`src/rtl/ple_pkg.sv`:
```
// Shared types and constants for the positional list engine.
`timescale 1ns / 1ps

package ple_pkg;

    // Fixed field widths of the stream payload
    localparam int POS_W = 5;
    localparam int LEN_W = 5;

    // Operation codes carried on the input tuser
    typedef enum logic [2:0] {
        OP_INS_FRONT = 3'd0,
        OP_INS_BACK  = 3'd1,
        OP_INS_AT    = 3'd2,
        OP_DEL_FRONT = 3'd3,
        OP_DEL_BACK  = 3'd4,
        OP_DEL_AT    = 3'd5,
        OP_DISPLAY   = 3'd6
    } op_t;

    // Result status codes carried on the output tuser
    typedef enum logic [1:0] {
        STAT_OK     = 2'd0,
        STAT_BADPOS = 2'd1,
        STAT_FULL   = 2'd2,
        STAT_EMPTY  = 2'd3
    } status_t;

    // Command broadcast to every cell of the chain
    typedef enum logic [1:0] {
        CELL_HOLD = 2'd0,
        CELL_INS  = 2'd1,
        CELL_DEL  = 2'd2,
        CELL_ROT  = 2'd3
    } cell_op_t;

endpackage

```
`src/rtl/ple_cell.sv`:
```
// One storage cell of the list chain: holds one element and shifts with its neighbors.
`timescale 1ns / 1ps

module ple_cell #(
    parameter int DATA_WIDTH = 32,
    parameter int IDX_W      = 4,
    parameter int INDEX      = 0
) (
    input  logic                    clk,
    input  ple_pkg::cell_op_t       cell_op,
    input  logic [IDX_W-1:0]        sel_idx,    // insert or delete index
    input  logic [IDX_W-1:0]        wrap_idx,   // index of the last element
    input  logic [DATA_WIDTH-1:0]   ins_data,   // value written on insert
    input  logic [DATA_WIDTH-1:0]   left_data,  // neighbor at INDEX-1
    input  logic [DATA_WIDTH-1:0]   right_data, // neighbor at INDEX+1
    input  logic [DATA_WIDTH-1:0]   head_data,  // cell 0, for rotation wrap
    output logic [DATA_WIDTH-1:0]   data
);

    import ple_pkg::*;

    localparam logic [IDX_W-1:0] MY_IDX = IDX_W'(INDEX);

    logic [DATA_WIDTH-1:0] data_reg;
    logic [DATA_WIDTH-1:0] data_next;

    // Pick the next value from the broadcast command and this cell's place
    always_comb
    begin
        data_next = data_reg;
        case (cell_op)
            CELL_INS:
            begin
                if (MY_IDX > sel_idx)
                    data_next = left_data;
                else if (MY_IDX == sel_idx)
                    data_next = ins_data;
            end
            CELL_DEL:
            begin
                if (MY_IDX >= sel_idx)
                    data_next = right_data;
            end
            CELL_ROT:
            begin
                if (MY_IDX < wrap_idx)
                    data_next = right_data;
                else if (MY_IDX == wrap_idx)
                    data_next = head_data;
            end
            default:
            begin
                data_next = data_reg;
            end
        endcase
    end

    // Hold the element
    always_ff @(posedge clk)
    begin
        data_reg <= data_next;
    end

    assign data = data_reg;

endmodule

```
`src/rtl/positional_list_engine_core.sv`:
```
// Top level of the positional list engine: command decode, fill count and the cell chain.
`timescale 1ns / 1ps
//
// Usage:
//   The slave stream takes one operation per transaction: s_tuser is the
//   opcode, s_tdata carries the value to insert and a one-based position.
//   The master stream returns results: m_tuser is the status, m_tdata the
//   element and the list length after the operation, m_tlast marks the
//   final result of an operation.
//   Insert and delete shift the row of cells by one place; the result is
//   captured in the output register in the cycle after the transaction,
//   and a new operation is taken in the same cycle the previous result is
//   taken, so while the receiver takes every result these run at one operation per cycle.
//   Display rotates the chain by one cell per result and emits one element
//   per result while no new operation is taken; after as many rotations
//   as there are elements the list is back in its original order.
//   A stalled receiver holds the output register and with it the chain.
//   Reset clears the element count and the output valid; cell contents are
//   left as they are and are never read before they are written.
//
module positional_list_engine_core #(
    parameter int CAPACITY   = 16,
    parameter int DATA_WIDTH = 32
) (
    input  logic clk,
    input  logic rst_n,
    // value [DATA_WIDTH-1:0], position [DATA_WIDTH+4:DATA_WIDTH], zero pad
    input  logic [((DATA_WIDTH + ple_pkg::POS_W + 7) / 8) * 8 - 1:0] s_tdata,
    // opcode [2:0]
    input  logic [2:0] s_tuser,
    input  logic       s_tvalid,
    output logic       s_tready,
    // element [DATA_WIDTH-1:0], length [DATA_WIDTH+4:DATA_WIDTH], zero pad
    output logic [((DATA_WIDTH + ple_pkg::LEN_W + 7) / 8) * 8 - 1:0] m_tdata,
    // status [1:0]
    output logic [1:0] m_tuser,
    output logic       m_tlast,
    output logic       m_tvalid,
    input  logic       m_tready
);

    import ple_pkg::*;

    localparam int IDX_W     = $clog2(CAPACITY);
    localparam int FILL_W    = $clog2(CAPACITY + 1);
    localparam int CMP_W     = ((FILL_W > POS_W) ? FILL_W : POS_W) + 1;
    localparam int M_TDATA_W = ((DATA_WIDTH + LEN_W + 7) / 8) * 8;

    typedef enum logic {
        ST_IDLE,
        ST_DISPLAY
    } state_t;

    state_t                 state_reg,  state_next;
    logic [FILL_W-1:0]      fill_reg,   fill_next;
    logic [FILL_W-1:0]      cnt_reg,    cnt_next;
    logic                   out_valid_reg, out_valid_next;
    status_t                out_status_reg, out_status_next;
    logic [DATA_WIDTH-1:0]  out_elem_reg,   out_elem_next;
    logic [LEN_W-1:0]       out_len_reg,    out_len_next;
    logic                   out_last_reg,   out_last_next;

    cell_op_t               cell_op;
    logic [IDX_W-1:0]       sel_idx;
    logic [IDX_W-1:0]       wrap_idx;
    logic [DATA_WIDTH-1:0]  cell_q [CAPACITY];

    logic                   out_free;
    logic                   accept_in;
    op_t                    in_op;
    logic [DATA_WIDTH-1:0]  in_value;
    logic [CMP_W-1:0]       pos_w;
    logic [CMP_W-1:0]       fill_w;
    logic                   is_full;
    logic                   is_empty;

    // Unpack the input transaction
    assign in_op    = op_t'(s_tuser);
    assign in_value = s_tdata[DATA_WIDTH-1:0];
    assign pos_w    = CMP_W'(s_tdata[DATA_WIDTH + POS_W - 1:DATA_WIDTH]);
    assign fill_w   = CMP_W'(fill_reg);
    assign is_full  = (fill_reg == FILL_W'(CAPACITY));
    assign is_empty = (fill_reg == '0);
    assign wrap_idx = IDX_W'(fill_reg - 1'b1);

    // Handshake: take an operation only when idle and the output slot frees up
    assign out_free  = !out_valid_reg || m_tready;
    assign s_tready  = (state_reg == ST_IDLE) && out_free;
    assign accept_in = s_tvalid && s_tready;

    // Decode the operation, drive the chain and form the next result
    always_comb
    begin
        state_next      = state_reg;
        fill_next       = fill_reg;
        cnt_next        = cnt_reg;
        out_valid_next  = out_valid_reg && !m_tready;
        out_status_next = out_status_reg;
        out_elem_next   = out_elem_reg;
        out_len_next    = out_len_reg;
        out_last_next   = out_last_reg;
        cell_op         = CELL_HOLD;
        sel_idx         = '0;

        unique case (state_reg)
            ST_IDLE:
            begin
                if (accept_in)
                begin
                    out_valid_next  = 1'b1;
                    out_status_next = STAT_OK;
                    out_elem_next   = '0;
                    out_last_next   = 1'b1;
                    unique case (in_op) inside
                        OP_INS_FRONT, OP_INS_BACK:
                        begin
                            if (is_full)
                                out_status_next = STAT_FULL;
                            else
                            begin
                                cell_op   = CELL_INS;
                                sel_idx   = (in_op == OP_INS_FRONT) ? '0
                                                                    : IDX_W'(fill_reg);
                                fill_next = fill_reg + 1'b1;
                            end
                        end
                        OP_INS_AT:
                        begin
                            if (pos_w == '0 || pos_w > fill_w + CMP_W'(1))
                                out_status_next = STAT_BADPOS;
                            else if (is_full)
                                out_status_next = STAT_FULL;
                            else
                            begin
                                cell_op   = CELL_INS;
                                sel_idx   = IDX_W'(pos_w - CMP_W'(1));
                                fill_next = fill_reg + 1'b1;
                            end
                        end
                        OP_DEL_FRONT, OP_DEL_BACK:
                        begin
                            if (is_empty)
                                out_status_next = STAT_EMPTY;
                            else
                            begin
                                cell_op   = CELL_DEL;
                                sel_idx   = (in_op == OP_DEL_FRONT) ? '0 : wrap_idx;
                                fill_next = fill_reg - 1'b1;
                            end
                        end
                        OP_DEL_AT:
                        begin
                            if (is_empty)
                                out_status_next = STAT_EMPTY;
                            else if (pos_w == '0 || pos_w > fill_w)
                                out_status_next = STAT_BADPOS;
                            else
                            begin
                                cell_op   = CELL_DEL;
                                sel_idx   = IDX_W'(pos_w - CMP_W'(1));
                                fill_next = fill_reg - 1'b1;
                            end
                        end
                        OP_DISPLAY:
                        begin
                            if (is_empty)
                                out_status_next = STAT_EMPTY;
                            else
                            begin
                                // Emit the head and rotate the chain by one
                                cell_op       = CELL_ROT;
                                out_elem_next = cell_q[0];
                                out_last_next = (fill_reg == FILL_W'(1));
                                cnt_next      = FILL_W'(1);
                                if (fill_reg != FILL_W'(1))
                                    state_next = ST_DISPLAY;
                            end
                        end
                        default:
                        begin
                            out_status_next = STAT_OK;
                        end
                    endcase
                    out_len_next = LEN_W'(fill_next);
                end
            end
            ST_DISPLAY:
            begin
                if (out_free)
                begin
                    cell_op         = CELL_ROT;
                    out_valid_next  = 1'b1;
                    out_status_next = STAT_OK;
                    out_elem_next   = cell_q[0];
                    out_len_next    = LEN_W'(fill_reg);
                    out_last_next   = (FILL_W'(cnt_reg + 1'b1) == fill_reg);
                    cnt_next        = FILL_W'(cnt_reg + 1'b1);
                    if (FILL_W'(cnt_reg + 1'b1) == fill_reg)
                        state_next = ST_IDLE;
                end
            end
            default:
            begin
                state_next = ST_IDLE;
            end
        endcase
    end

    // Hold state, count and the output register
    always_ff @(posedge clk or negedge rst_n)
    begin
        if (!rst_n)
        begin
            state_reg      <= ST_IDLE;
            fill_reg       <= '0;
            cnt_reg        <= '0;
            out_valid_reg  <= 1'b0;
            out_status_reg <= STAT_OK;
            out_elem_reg   <= '0;
            out_len_reg    <= '0;
            out_last_reg   <= 1'b0;
        end
        else
        begin
            state_reg      <= state_next;
            fill_reg       <= fill_next;
            cnt_reg        <= cnt_next;
            out_valid_reg  <= out_valid_next;
            out_status_reg <= out_status_next;
            out_elem_reg   <= out_elem_next;
            out_len_reg    <= out_len_next;
            out_last_reg   <= out_last_next;
        end
    end

    // Row of cells, each linked to its left and right neighbor
    for (genvar gi = 0; gi < CAPACITY; gi++)
    begin : g_cell
        logic [DATA_WIDTH-1:0] left_d;
        logic [DATA_WIDTH-1:0] right_d;

        if (gi == 0)
        begin : g_first
            assign left_d = in_value;
        end
        else
        begin : g_mid_l
            assign left_d = cell_q[gi - 1];
        end

        if (gi == CAPACITY - 1)
        begin : g_last
            assign right_d = cell_q[gi];
        end
        else
        begin : g_mid_r
            assign right_d = cell_q[gi + 1];
        end

        ple_cell #(
            .DATA_WIDTH (DATA_WIDTH),
            .IDX_W      (IDX_W),
            .INDEX      (gi)
        ) u_cell (
            .clk        (clk),
            .cell_op    (cell_op),
            .sel_idx    (sel_idx),
            .wrap_idx   (wrap_idx),
            .ins_data   (in_value),
            .left_data  (left_d),
            .right_data (right_d),
            .head_data  (cell_q[0]),
            .data       (cell_q[gi])
        );
    end

    // Pack the output transaction
    assign m_tvalid = out_valid_reg;
    assign m_tuser  = out_status_reg;
    assign m_tlast  = out_last_reg;
    assign m_tdata  = M_TDATA_W'({out_len_reg, out_elem_reg});

    // Checks
    a_fill_bound: assert property (@(posedge clk) disable iff (!rst_n)
        fill_reg <= FILL_W'(CAPACITY))
        else $error("element count above capacity");

    a_fill_step: assert property (@(posedge clk) disable iff (!rst_n)
        1'b1 |=> (fill_reg == $past(fill_reg)
               || fill_reg == FILL_W'($past(fill_reg) + 1'b1)
               || fill_reg == FILL_W'($past(fill_reg) - 1'b1)))
        else $error("element count moved by more than one");

    a_full_hold: assert property (@(posedge clk) disable iff (!rst_n)
        (accept_in && is_full
         && (in_op == OP_INS_FRONT || in_op == OP_INS_BACK || in_op == OP_INS_AT))
        |=> $stable(fill_reg))
        else $error("insert into full list changed the count");

    a_disp_cnt: assert property (@(posedge clk) disable iff (!rst_n)
        (state_reg == ST_DISPLAY) |-> (cnt_reg < fill_reg && !s_tready))
        else $error("display count out of range or input taken during display");

endmodule
```
`config.mk`:
```
export PLATFORM = sky130hd
export DESIGN_NAME = positional_list_engine_core
export DESIGN_NICKNAME = d
export VERILOG_FILES = /design/src/rtl/ple_pkg.sv /design/src/rtl/ple_cell.sv /design/src/rtl/positional_list_engine_core.sv
export SDC_FILE = /design/constraint.sdc
export NUM_CORES = 2
export LEC_CHECK = 0
export BUFFER_PORTS_ARGS = -buffer_cell sky130_fd_sc_hd__buf_2
export CORE_ASPECT_RATIO = 0.8
export CORE_MARGIN = 2
export CORE_UTILIZATION = 30
export DETAILED_ROUTE_END_ITERATION = 8
export PLACE_DENSITY = 0.55
export SYNTH_ARGS = -nofsm -noshare
export SYNTH_HDL_FRONTEND = slang
export SYNTH_SLANG_ARGS = --single-unit
```
`constraint.sdc`:
```
create_clock -name clk -period 7.3 [get_ports clk]
set_input_delay 1.46 -clock clk [delete_from_list [all_inputs] [get_ports clk]]
set_output_delay 1.46 -clock clk [all_outputs]
set_load 0.01 [all_outputs]
```
==> metrics <==
outcome finished with violations; failing checks design-rule violations; DR vias 25,950; Worst EP arrival 6.32 ns; largest net degree at the start of global routing 171; Max Freq 171.8 MHz; crit path max fanout 36; WP data required 7.80 ns; Worst-Margin Slew 1.269 ns; Combinational Power Share 39.6%; fill count 10,110; Hold Vio Cnt, Final 0; Slew HR 15.18%; Ports 92; design area 34,570 um^2; switch share 42.33%; Initial Utilization 30.41%; Post-synth EDFFs 512; # clock sinks 564; Seq cells post-synth 564; H-tree Lvls 2; placeable core region 101,000 um^2; MaxCap Viol Count 0; Die X 361.7 um; synth top area cells edfxtp_1, mux2i_1, a22oi_1; Setup Viol. Count Final 0; Clock transition at path regs 0.06 ns; Synth Area in Compound Gates 24.12%; Sw Pwr 7292 uW; # hold bufs at CTS 0; number of flip-flops in the largest register 512; synth warn 0; CTS buffer count 60; Hold Slack 0.4753 ns; Leak 0.01270 uW; Post-CTS Setup Inserts 0; multiplexer share of the synthesized area 7.432%; Final Skew 0.02217 ns; Startpoint Class flop; Gates resized, CTS repair 0; die area 105,000 um^2; Max clock buf depth 3; first-pass GRT wire length 179.2 mm; Clk pwr share 18.7%; final WL 125.9 mm; worst vdd ir 0.0003180 V; gr usage total 23.11%; Seq/Total Area, Yosys 54.30%; row count 104; fin crit period 5.820 ns; Placed Area 32,550 um^2; # nets final 2,750; largest family of logic cells by synthesized area compound AO/OA/AOI/OAI gates; Tcrit/Tclk final 79.73%; Flop pwr share 41.7%; Synth Area in Adders 0.6926%; vias in the first global route 24,640; initial antenna violation count 5; CTS tree done; Slew Viols, Final 0; First DRT Iteration DRCs 4,332; PwrDens 498.2 nW/um^2; P_int 9934 uW; Sequential Area 16,680 um^2; CP Capture Type flop; Synth Instances 2,762; Root Driver clkbuf_16; Pwr Total 17,230 uW; Post-Syn Area 30,710 um^2; syn_area_per_cell 11.12 um^2; layout cell share with drive strength beyond 1 12.57%; Residual DRC 3; asr flop ratio synth 9.220%; post-synth top area cell edfxtp_1; vias per cell 6.380; Final Wtd Congestion 0.8417; Antenna Nets Post-Route 0; Synth Area in XOR/XNOR 0.5134%; Buffers on Ports 85; unique cell type count in the Yosys netlist 78; WL per Instance 30.95 um; clk_lat worst skew 0.66 ns; gr ovfl total 0; crit path kind flop to flop; 1st-pass router iterations 9; Post-Route Utilization 34.24%; Synth Area in Simple Gates 8.291%; Main synth FF type edfxtp_1; unrepaired setup endpoints after global routing false; area taken by multi-input logic gates 13,050 um^2; die height 290.2 um; TNS Setup 0 ns; post-synth top area share 50.07%; hpwl dp 70.76 mm; area delta synth->final 12.58%; HP Class flop to flop
## final timing paths
path	start	endpoint	slack [ns]	cells after the start
max in group asynchronous	rst_n	out_elem_reg[6]$_DFFE_PN0P_	5.77	2
min reg2reg	out_len_reg[0]$_DFFE_PN0P_	out_len_reg[0]$_DFFE_PN0P_	0.48	2
min	out_len_reg[0]$_DFFE_PN0P_	out_len_reg[0]$_DFFE_PN0P_	0.48	2
min in group asynchronous	rst_n	m_tvalid$_DFF_PN0_	0.97	2
max	fill_reg[0]$_DFFE_PN0P_	g_cell[1].u_cell.data[17]$_DFFE_PP_	1.48	12
max reg2reg	fill_reg[0]$_DFFE_PN0P_	g_cell[1].u_cell.data[17]$_DFFE_PP_	1.48	12
## critical path, stage by stage, from the launching register on
cell and delay, ns:
dfrtp_1 0.82, inv_1 0.40, ha_1 0.45, nor4bb_1 0.20, or2_1 0.29, or3_1 0.33, o22ai_2 0.43, o311ai_4 0.12
or2_1 0.42, nor2_4 0.13, buf_4 0.59, a22o_2 1.09, a221o_1 0.34
## cell families (layout without fill, tap and decap cells)
family                     after synthesis  in the layout
AOI/OAI and AO/OA                     1036           1036
xor gates and xnor gates                18             18
adders and majority gates               17             17
buffers and inverters                  326            299
DFF                                    564            564
muxes                                  228            228
other                                    1              8
and+or+nand+nor                        572            572
## power by group through the flow
stage / Sequential (uW) / Clock, uW / Combinational, uW
final: 7190 / 3220 / 6820
after floorplan: 6650 / 0 / 4260
after detailed placement: 7160 / 0 / 6600
after CTS: 7140 / 3260 / 6600
after global placement: 7170 / 0 / 6480
after global routing: 7360 / 3370 / 7210
## placed cells by master (no fill, tap or decap), drive strengths merged, types with 52 or more instances in the layout
cell type  count
a221o         63
a222oi        93
a22o          87
a22oi        272
buf          170
clkbuf        79
dfrtp         52
edfxtp       512
mux2i        228
nand2        327
nand3         59
nor2          96
o21ai        336
## synthesized netlist by cell type, types with 3 or more instances
library cell    n
a21oi_1        33
a31oi_1        36
o21ai_1       110
a221o_1        63
mux2i_1       228
nand2_1       323
and3_1         31
a222oi_1       93
a211oi_1       14
o21ai_0       225
clkbuf_1      214
a211o_1         3
buf_1          12
xnor2_1        13
buf_4          25
and2_1          3
nand3_1        59
nor2b_1        16
a221oi_1        3
or3_1           5
nor2_1         90
buf_2          54
nor4_1          3
xor2_1          5
nor2_2          3
a22o_1         86
o211ai_1       49
o21bai_1        4
nand2b_1        6
ha_1           17
nor3_1         10
o32ai_1         7
dfrtp_1        52
nor2_4          3
buf_6           5
a22oi_1       272
edfxtp_1      512
o21a_1          5
a21o_1          6
inv_1          13
## through the flow
stage          cells  setup WS, ns
2_1_floorplan   2764        0.1339
3_3_place_gp    3949         1.259
3_5_place_dp    3949         1.215
4_1_cts         4062         1.673
5_1_grt         4064         1.379
6_report        4067         1.480
## area by class of cell
class | count | area share [%]
multi-input cells | 1874 | 37.73
inverters | 16 | 0.1737
flip-flops and latches | 564 | 48.24
diodes | 5 | 0.03619
well taps | 1325 | 4.795
clock inverters | 34 | 1.050
clock buffers | 79 | 4.756
repair buffers | 170 | 3.221
## metal layers
layer  track usage (%)  vias up  wire, um
met3             5.802      277     15570
met4             7.947        0      4345
met2             33.55     1899     53270
met5                 0        -         0
li1                  -    10780         -
met1             33.26    12990     52700
Note: power is estimated with default switching activity, not from simulation.
